--- src/rtl/bfbe_pkg.sv ---
package bfbe_pkg;

	localparam int HASH_W     = 64;
	localparam int IDX_W      = 16;
	localparam int COUNT_W    = 32;
	localparam int MODE_W     = 3;
	localparam int CFG_IDX_W  = 1;
	localparam int CFG_DATA_W = 17;
	localparam int PROBE_W    = 5;

	// The 64-bit digest reduction retires this many dividend bits per cycle.
	localparam int RED_STEP   = 4;
	localparam int RED_CYCLES = HASH_W / RED_STEP;
	localparam int RED_CNT_W  = $clog2(RED_CYCLES);

	localparam logic [MODE_W-1:0] MODE_ADD   = 3'd0;
	localparam logic [MODE_W-1:0] MODE_QUERY = 3'd1;
	localparam logic [MODE_W-1:0] MODE_CLEAR = 3'd2;
	localparam logic [MODE_W-1:0] MODE_SET   = 3'd3;
	localparam logic [MODE_W-1:0] MODE_GET   = 3'd4;

	localparam logic [CFG_IDX_W-1:0] CFG_FILTER_BITS = 1'd0;
	localparam logic [CFG_IDX_W-1:0] CFG_PROBE_COUNT = 1'd1;

	localparam logic [CFG_DATA_W-1:0] FILTER_BITS_RST = 17'd65536;
	localparam logic [PROBE_W-1:0]    PROBE_COUNT_RST = 5'd4;

	localparam logic [COUNT_W-1:0] COUNT_MAX = 32'hFFFF_FFFF;

	typedef struct packed {
		logic [MODE_W-1:0] mode;
		logic [HASH_W-1:0] hash_a;
		logic [HASH_W-1:0] hash_b;
		logic [IDX_W-1:0]  bit_pos;
	} in_t;

	typedef struct packed {
		logic               present;
		logic               status;
		logic [COUNT_W-1:0] keys_added;
	} out_t;

endpackage

--- src/rtl/bfbe_mod_unit.sv ---
module bfbe_mod_unit #(
	parameter int DIV_W = 17
) (
	input  logic                        clk,
	input  logic                        arst_n,
	input  logic                        start,
	input  logic [bfbe_pkg::HASH_W-1:0] dividend,
	input  logic [DIV_W-1:0]            divisor,
	output logic                        done,
	output logic [DIV_W-1:0]            rem
);

	logic                           busy_q;
	logic                           done_q;
	logic [bfbe_pkg::RED_CNT_W-1:0] cnt_q;
	logic [bfbe_pkg::HASH_W-1:0]    dvd_q;
	logic [DIV_W-1:0]               div_q;
	logic [DIV_W-1:0]               rem_q;
	logic [DIV_W-1:0]               rem_next;

	// Restoring remainder, a few dividend bits per cycle. The partial
	// remainder stays below the divisor, so one compare and subtract per bit.
	always_comb begin
		logic [DIV_W-1:0] r;
		logic [DIV_W:0]   t;
		r = rem_q;
		t = '0;
		for (int j = 0; j < bfbe_pkg::RED_STEP; j++) begin
			t = {r, dvd_q[bfbe_pkg::HASH_W-1-j]};
			if (t >= {1'b0, div_q}) begin
				t = t - {1'b0, div_q};
			end
			r = t[DIV_W-1:0];
		end
		rem_next = r;
	end

	always_ff @(posedge clk or negedge arst_n) begin
		if (!arst_n) begin
			busy_q <= 1'b0;
			done_q <= 1'b0;
			cnt_q  <= '0;
		end else begin
			done_q <= 1'b0;
			if (start && !busy_q) begin
				busy_q <= 1'b1;
				cnt_q  <= '0;
			end else if (busy_q) begin
				cnt_q <= cnt_q + 1'b1;
				if (cnt_q == bfbe_pkg::RED_CNT_W'(bfbe_pkg::RED_CYCLES - 1)) begin
					busy_q <= 1'b0;
					done_q <= 1'b1;
				end
			end
		end
	end

	always_ff @(posedge clk) begin
		if (start && !busy_q) begin
			dvd_q <= dividend;
			div_q <= divisor;
			rem_q <= '0;
		end else if (busy_q) begin
			dvd_q <= dvd_q << bfbe_pkg::RED_STEP;
			rem_q <= rem_next;
		end
	end

	assign done = done_q;
	assign rem  = rem_q;

endmodule

--- config.mk ---
export PLATFORM = sky130hd
export DESIGN_NAME = bfbe_mod_unit
export DESIGN_NICKNAME = d
export VERILOG_FILES = /design/src/rtl/bfbe_pkg.sv /design/src/rtl/bfbe_mod_unit.sv
export SDC_FILE = /design/constraint.sdc
export NUM_CORES = 1
export LEC_CHECK = 0
export ABC_AREA = 1
export BUFFER_PORTS_ARGS = -buffer_cell sky130_fd_sc_hd__buf_2
export CORE_ASPECT_RATIO = 0.9
export CORE_MARGIN = 10
export CORE_UTILIZATION = 54
export CTS_CLUSTER_SIZE = 40
export DETAILED_ROUTE_END_ITERATION = 12
export HOLD_SLACK_MARGIN = 0.1
export PLACE_DENSITY = 0.76
export SETUP_SLACK_MARGIN = 0.05
export SYNTH_ARGS = -nofsm -noshare
export SYNTH_HDL_FRONTEND = slang
export SYNTH_SLANG_ARGS = --single-unit
--- constraint.sdc ---
create_clock -name clk -period 7.1 [get_ports clk]
set_input_delay 0.355 -clock clk [delete_from_list [all_inputs] [get_ports clk]]
set_output_delay 0.355 -clock clk [all_outputs]
set_load 0.03 [all_outputs]
* Yosys cells after proc, flatten, opt, wreduce, memory -nomap -nowiden
Cells that the tools add are included.
W data, S select, Z words.
** Storage, ports and cells
- Flip-flop bits (word level) :: 104
- Input port bits :: 84
- Output and inout port bits :: 18
- Logic and storage cells :: 33
** Operators by class
- Multiplexer cells :: 14
- Reduce and logical (&&, ||, !) cells :: 3
- $add $sub $neg :: 5
- Equal/unequal tests :: 1
- Order comparisons :: 4
** Operators with widths (number)
- $mux W64 :: 2
- $ge A18 B17 Y1 :: 4
- $mux W17 :: 4
- $sub A17 B17 Y17 :: 4
- $mux W4 :: 2
- $mux W1 :: 6
- $add A4 B1 Y4 const B :: 1
- $eq A4 B4 Y1 const B :: 1
- $reduce_bool A2 Y1 :: 1
- $logic_and A1 B1 Y1 :: 1
- $logic_not A1 Y1 :: 1

* Longest topological paths before layout
Gate-level depths: netlist (run 1).
- Depth after elaboration :: 8
- Depth in mapped cells :: 60
- Mapped depth without buffers :: 57

* Least setup slack after synthesis (run 1)
No wires, ideal clock.
- Path kind :: register -> register
- From :: register rem_q[12] (netlist: rem[12])
- To :: register rem_q[10] (netlist: rem[10])
- Cell stages (with the launch flop) :: 58
- Slack :: -0.251 ns
- Arrival :: 7.238 ns
- Required time :: 6.987 ns
- Library setup time :: 0.113 ns
- Period minus slack after synthesis :: 7.351 ns
- Path buffers :: 4
- Cells stage by stage :: dfxtp_1 > ha_1 > nand2_1 > inv_1 > nand2_1 > nand2_1 > nand2_1 > nand2_1 > nor2_4 > nand2_8 > buf_2 > o21ai_0 > inv_1 > ha_1 > nand2_1 > nand2_1 > nand3_1 > nand3_1 > (+22 left out) > nand2_1 > inv_1 > fa_1 > nand2_1 > nand2_1 > a21oi_1 > o21ai_0 > nand3_1 > nand2_1 > nand2_1 > nand3_1 > a21oi_1 > inv_1 > a21oi_4 > buf_6 > nand3_1 > nand3_1 > nand2_1
** On the way
- Cells in the longest elaborated chain, start to end :: 8
- Elaborated cells between the ends (all ways) :: 12
- Classes of those cells :: add/sub (4); order compare (4); mux (4)
** RTL lines
- start, declared :: RTL line bfbe_mod_unit.sv:18 : logic [DIV_W-1:0] rem_q;
- start signal, assigned :: RTL line bfbe_mod_unit.sv:65 : rem_q <= rem_next;
- $sub A17 B17 Y17 / $ge A18 B17 Y1 (equally long branches) :: RTL line bfbe_mod_unit.sv:31, bfbe_mod_unit.sv:30
- $mux W17 * :: RTL line bfbe_mod_unit.sv:30 : if (t >= {1'b0, div_q}) begin
- $sub A17 B17 Y17 / $ge A18 B17 Y1 (equally long branches) :: RTL line bfbe_mod_unit.sv:31, bfbe_mod_unit.sv:30
- $mux W17 * :: RTL line bfbe_mod_unit.sv:30
- $ge A18 B17 Y1 / $sub A17 B17 Y17 (equally long branches) :: RTL line bfbe_mod_unit.sv:30, bfbe_mod_unit.sv:31
- $mux W17 * :: RTL line bfbe_mod_unit.sv:30
- $sub A17 B17 Y17 / $ge A18 B17 Y1 (equally long branches) :: RTL line bfbe_mod_unit.sv:31, bfbe_mod_unit.sv:30
- $mux W17 * :: RTL line bfbe_mod_unit.sv:30
Every way passes the cells marked *; elsewhere a longest branch is shown, timed or not.
A chain may end at the register's enable or synchronous reset.

* Worst setup path after layout (run 1)
- From :: register div_q[16]
- To :: register rem_q[7] (netlist: rem[7])
** On the way
- Cells in the longest elaborated chain, start to end :: 8
- Elaborated cells between the ends (all ways) :: 12
- Classes of those cells :: add/sub (4); order compare (4); mux (4)
** RTL lines
- start, declared :: RTL line bfbe_mod_unit.sv:17 : logic [DIV_W-1:0] div_q;
- start signal, assigned :: RTL line bfbe_mod_unit.sv:61 : div_q <= divisor;
- $sub A17 B17 Y17 / $ge A18 B17 Y1 (equally long branches) :: RTL line bfbe_mod_unit.sv:31, bfbe_mod_unit.sv:30
- $mux W17 :: RTL line bfbe_mod_unit.sv:30
- $ge A18 B17 Y1 / $sub A17 B17 Y17 (equally long branches) :: RTL line bfbe_mod_unit.sv:30, bfbe_mod_unit.sv:31
- $mux W17 :: RTL line bfbe_mod_unit.sv:30
- $sub A17 B17 Y17 / $ge A18 B17 Y1 (equally long branches) :: RTL line bfbe_mod_unit.sv:31, bfbe_mod_unit.sv:30
- $mux W17 :: RTL line bfbe_mod_unit.sv:30
- $sub A17 B17 Y17 / $ge A18 B17 Y1 (equally long branches) :: RTL line bfbe_mod_unit.sv:31, bfbe_mod_unit.sv:30
- $mux W17 * :: RTL line bfbe_mod_unit.sv:30
Marked as above.

==> results of run 1 <==
==> cell families (layout without fill, tap and decap cells) <==
group | after synthesis | count (layout) | synth area share
and+or+nand+nor | 698 | 704 | 0.3472
xor gates and xnor gates | 49 | 49 | 0.04942
DFF | 104 | 104 | 0.3366
buffers and inverters | 197 | 524 | 0.08875
AOI/OAI and AO/OA | 104 | 104 | 0.06944
adders and majority gates | 73 | 73 | 0.1086
==> final cells by class <==
type	instances	area [µm²]
Multi-Input combinational cell	930	6301
Sequential cell	104	2938
Fill cell	1037	2776
Timing Repair Buffer	339	2411
Inverter	169	636.9
Tap cell	202	252.7
Clock buffer	9	225.2
Clock inverter	7	61.31
==> how the worst max path moves through the flow <==
| stage | endpoint | startpoint |
|---|---|---|
| 2_1_floorplan | rem[10] | dvd_q[63] |
| 3_3_place_gp | rem[10] | div_q[15] |
| 3_5_place_dp | rem[16] | div_q[15] |
| 4_1_cts | rem[5] | div_q[16] |
| 5_1_grt | rem[9] | div_q[9] |
| 6_report | rem[7] | div_q[16] |
==> sequential cells by signal, indices dropped and copies added, names as in the netlist <==
signal / count
div_q: 17
rem: 17
dvd_q: 64
busy_q: 1
done: 1
cnt_q: 4
==> cell usage after synthesis (8+ instances only) <==
cell type	count
dfxtp_1	17
a31oi_1	9
nor2_1	48
nand3_1	103
edfxtp_1	81
nand2_1	496
clkbuf_1	16
xor2_1	21
a21oi_1	48
o21ai_0	27
inv_1	161
nand2_2	13
xnor2_1	28
ha_1	69
buf_2	8
==> layer usage <==
| metal | global-route usage | part of all wire |
|---|---|---|
| met1 | 0.3483 | 0.43 |
| met2 | 0.3801 | 0.47 |
| met3 | 0.05479 | 0.079 |
| met4 | 0.04372 | 0.017 |
| met5 | 0 | 0 |
==> through the flow <==
stage               setup TNS (ns)  cell area (µm²)  hold WS [ns]  utilization
detailed placement          -2.728            10870        0.1926       0.6964
global placement            -3.103            10870        0.1832       0.6964
finish                           0            12830        0.1639       0.8221
floorplan                        0             8711       0.05941            -
global route                -3.898            12830        0.1589       0.8221
CTS                              0            11280        0.1595       0.7229
==> repair_timing <==
action                     in CTS  in global routing
buffers inserted                2                 33
pin swaps                       4                 70
hold buffers                    1                  0
hold endpoints to repair        6                  0
cloned                          4                  4
setup endpoints to repair      17                 17
gates resized for setup        31                257
==> worst max-delay path, delay by kind of cell (launching register included) <==
kind	cells	cell delay [ns]
buffers and inverters	12	1.39
AO/OA/AOI/OAI	9	1.58
adder cells (fa/ha/maj)	4	0.83
XOR/XNOR	1	0.17
AND/OR/NAND/NOR	25	2.55
flip-flops	1	0.38
==> impl_metrics.py, run 1 <==
metrics = {
    "clock_network": {
        "path_clk_slew_ns": 0.08,
        "cts.sinks": 104,
        "cts_tree": "yes",
        "clock_path_buffers": 2,
        "clk_latency_ns": 0.36,
        "h-tree-depth": 3,
        "cts-root-buf": "clkbuf_16",
        "cts_made_buffers": 9,
    },
    "timing": {
        "post-route-period-util": 0.9925,
        "rsz0062_at_grt": "true",
        "slew_headroom": 0.3152,
        "tightest_slew_ns": 1.027,
        "finalHoldViolCount": 0,
        "finalWorstSetupSlack_ns": 0.05356,
        "slew_viol_final": 0,
        "max_freq_ghz": 0.1419,
        "setup_violations": 0,
        "fin_skew_ns": 0.008871,
        "period_needed_ns": 7.046,
    },
    "global_routing": {
        "grt_pass1_wl_mm": 43.06,
        "grt_usage": 0.2463,
        "antenna_found_initial": 1,
        "grt_pass1_vias": 8487,
        "grt_start_max_net_pins": 79,
        "overflow": 0,
    },
    "critical_path": {
        "worstSetupPathType": "reg2reg",
        "crit_slowest_cell": "edfxtp_1",
        "end_kind": "flop",
        "crit_fanout": 8,
        "reg2reg_from": "div_q[16]",
        "r2r_slack_ns": 0.05,
        "crit_top_cell": "nand2_1",
        "reg2reg_to": "rem[7]",
        "max_stage_delay_ns": 0.38,
        "critPathLaunchType": "flop",
        "r2r_cells": 51,
        "cp.required_ns": 7.34,
        "worstPathArrival_ns": 7.29,
    },
    "routing": {
        "drt-total-wl_mm": 30.73,
        "wl_per_cell_um": 17.46,
        "viasPerCell": 5.415,
        "via_count": 9530,
        "drt-initial-drc-count": 1113,
        "firstDrtPassIters": 6,
        "postRouteAntennaNets": 0,
        "drc": 0,
    },
    "finish": {
        "fin_cells": 1760,
        "syn2layout_area_growth_pct": 47.69,
        "nNetsFinal": 1710,
        "final_cell_mix": "nand2_1, buf_4, inv_1",
        "layout_commonest_cell": "nand2_1",
        "antennaDiodeCount": 0,
        "drive_gt1_frac": 0.4153,
    },
    "synth": {
        "async_flop_share": 0.05769,
        "ys_seq_area_frac": 0.3366,
        "synth_area_leader_cell": "edfxtp_1",
        "synth_flop_cell": "edfxtp_1",
        "synth-edff-count": 81,
        "ys_seq_elements": 104,
        "synth_cell_types": 50,
        "synth_area_per_cell_um2": 7.089,
        "ys_warn_count": 0,
        "syn_area_um2": 8685,
        "synth_area_leaders": "edfxtp_1, nand2_1, ha_1, inv_1, nand3_1",
        "synthCells": 1225,
        "syn_nets": 1382,
        "yosys.area.top_type_share": 0.2801,
    },
    "placement": {
        "io_buffers": 101,
        "pre_cts_ws_ns": -0.1837,
        "place_inst": 1700,
        "dp_hpwl_mm": 22.07,
        "gp_congestion": 0.9957,
    },
    "floorplanning": {
        "initial_core_util": 0.5566,
        "fp.dieArea_um2": 21560,
        "die_y_um": 140.3,
        "io_pins": 102,
        "placementRows": 43,
        "die_w_um": 153.7,
        "coreArea_um2": 15600,
    },
    "hold_path": {
        "hp-class": "in2reg",
        "hold_path_depth": 1,
        "whs_endpoint": "div_q[12]",
        "hold_start": "divisor[12]",
    },
    "run": {
        "max-cap-violations": 0,
    },
    "status": {
        "run_status": "finished clean",
    },
}
Power of run 1 is not shown: default switching activity piles up to over one toggle a cycle in this logic, so the estimate is an artifact.
==> run 2, diff against run 1 <==
==> constraint.sdc (replaced) <==
create_clock -name clk -period 7.1 [get_ports clk]
set_input_delay 0.71 -clock clk [delete_from_list [all_inputs] [get_ports clk]]
set_output_delay 0.71 -clock clk [all_outputs]
set_load 0.03 [all_outputs]
==> run 2 against run 1 <==
Against the previous run: non-clock buffer count decreased by 1; highest routed layer unchanged; largest cell class unchanged; critical path depth increased by 1; wire length decreased by 0.15%; die area unchanged.
==> impl_metrics.py, run 2 (synthesized netlist as in run 1, its figures left out) <==
metrics = {
    "status": {
        "run_status": "finished clean",
    },
    "critical_path": {
        "r2r_slack_ns": 0.07,
        "end_kind": "flop",
        "startpoint": "div_q[9]",
        "crit_top_cell": "nand2_1",
        "reg2reg_to": "rem[7]",
        "worstSetupEndpoint": "rem[7]",
        "worstPathArrival_ns": 7.28,
        "critPathTopFamily": "simple AND/OR/NAND/NOR gates",
        "path_depth": 52,
        "crit_fanout": 8,
        "crit_slowest_cell": "edfxtp_1",
        "r2r_cells": 52,
        "critPathLaunchType": "flop",
        "crit_buf_inv": 8,
        "reg2reg_from": "div_q[9]",
        "max_stage_delay_ns": 0.37,
        "cp.required_ns": 7.34,
        "worstSetupPathType": "reg2reg",
    },
    "routing": {
        "viasPerCell": 5.419,
        "firstDrtPassIters": 5,
        "wl_met2_mm": 14.34,
        "met1Wirelength_mm": 13.14,
        "via_count": 9532,
        "postRouteAntennaNets": 0,
        "drc": 0,
        "highest-signal-layer": "met4",
        "wl_met3_mm": 2.691,
        "wl_per_cell_um": 17.44,
        "drt-total-wl_mm": 30.68,
        "drt-initial-drc-count": 1145,
    },
    "floorplanning": {
        "die_w_um": 153.7,
        "fp.dieArea_um2": 21560,
        "coreArea_um2": 15600,
        "placementRows": 43,
        "initial_core_util": 0.5566,
        "io_pins": 102,
        "die_y_um": 140.3,
    },
    "clock_network": {
        "clock_path_buffers": 2,
        "h-tree-depth": 3,
        "path_clk_slew_ns": 0.08,
        "clk_latency_ns": 0.36,
        "holdBufCountCts": 0,
        "cts.sinks": 104,
        "cts_made_buffers": 9,
        "cts-root-buf": "clkbuf_16",
        "cts_tree": "yes",
    },
    "finish": {
        "largest_register_ffs": 64,
        "layout_commonest_cell": "nand2_1",
        "nNetsFinal": 1709,
        "drive_gt1_frac": 0.4155,
        "final_cell_mix": "nand2_1, buf_4, inv_1",
        "syn2layout_area_growth_pct": 47.57,
        "largest-register": "dvd_q",
        "antennaDiodeCount": 0,
    },
    "placement": {
        "dp_hpwl_mm": 22.07,
        "gp_congestion": 0.9957,
        "io_buffers": 101,
    },
    "global_routing": {
        "grt_pass1_vias": 8487,
        "grt_usage": 0.2463,
        "grt_start_max_net_pins": 79,
        "antenna_found_initial": 1,
        "grt_pass1_wl_mm": 43.06,
        "overflow": 0,
    },
    "run": {
        "max-cap-violations": 0,
    },
    "timing": {
        "finalHoldViolCount": 0,
        "max_freq_ghz": 0.1422,
        "slew_headroom": 0.3124,
        "final.setup.tns_ns": 0,
        "rsz0062_at_grt": "true",
        "tightest_slew_ns": 1.031,
        "slew_viol_final": 0,
        "period_needed_ns": 7.034,
        "post-route-period-util": 0.9908,
        "fin_skew_ns": 0.008669,
        "setup_violations": 0,
    },
    "hold_path": {
        "hp-class": "in2async",
    },
}
[run 2: repair_timing]
| action | CTS | global route |
|---|---|---|
| gates cloned | 4 | 4 |
| pin swaps | 4 | 70 |
| hold endpoints to repair | 0 | 0 |
| setup buffers | 2 | 33 |
| setup endpoints to repair | 17 | 17 |
| gates resized for setup | 31 | 257 |
[run 2: metal layers]
layer,up-vias,track usage
li1,4598,-
met4,0,0.04372
met2,432,0.3801
met3,52,0.05479
met5,-,0
met1,4450,0.3483
[run 2: cell type report]
type	instances	area [µm²]
sequential	104	2938
clock inverter	7	61.31
multi-input combinational	930	6301
tap	202	252.7
timing repair buffer	338	2401
clock buffer	9	225.2
inverter	169	636.9
fill	1037	2786
[run 2: stage by stage]
| stage | cells | util | instance area [µm²] | hold slack, ns | setup slack [ns] |
|---|---|---|---|---|---|
| after floorplan | 1225 | - | 8711 | 0.4144 | 0.08113 |
| after global placement | 1700 | 0.6964 | 10870 | 0.4690 | -0.2020 |
| after detailed placement | 1700 | 0.6964 | 10870 | 0.4688 | -0.1837 |
| after CTS | 1722 | 0.7223 | 11270 | 0.1641 | 0.05553 |
| after global routing | 1759 | 0.8214 | 12820 | 0.1620 | -0.2661 |
| final | 1759 | 0.8214 | 12820 | 0.1685 | 0.06563 |
[run 2: how the worst min path moves through the flow]
stage	slack, ns	from	endpoint	depth (start not counted)
floorplan	0.41	arst_n	busy_q	0
global placement	0.47	rem[12]	rem[12]	2
detailed placement	0.47	rem[3]	rem[3]	2
CTS	0.16	arst_n	cnt_q[3]	1
global route	0.16	arst_n	cnt_q[3]	1
finish	0.17	arst_n	cnt_q[3]	1
Power of run 2 is left out for the same reason.
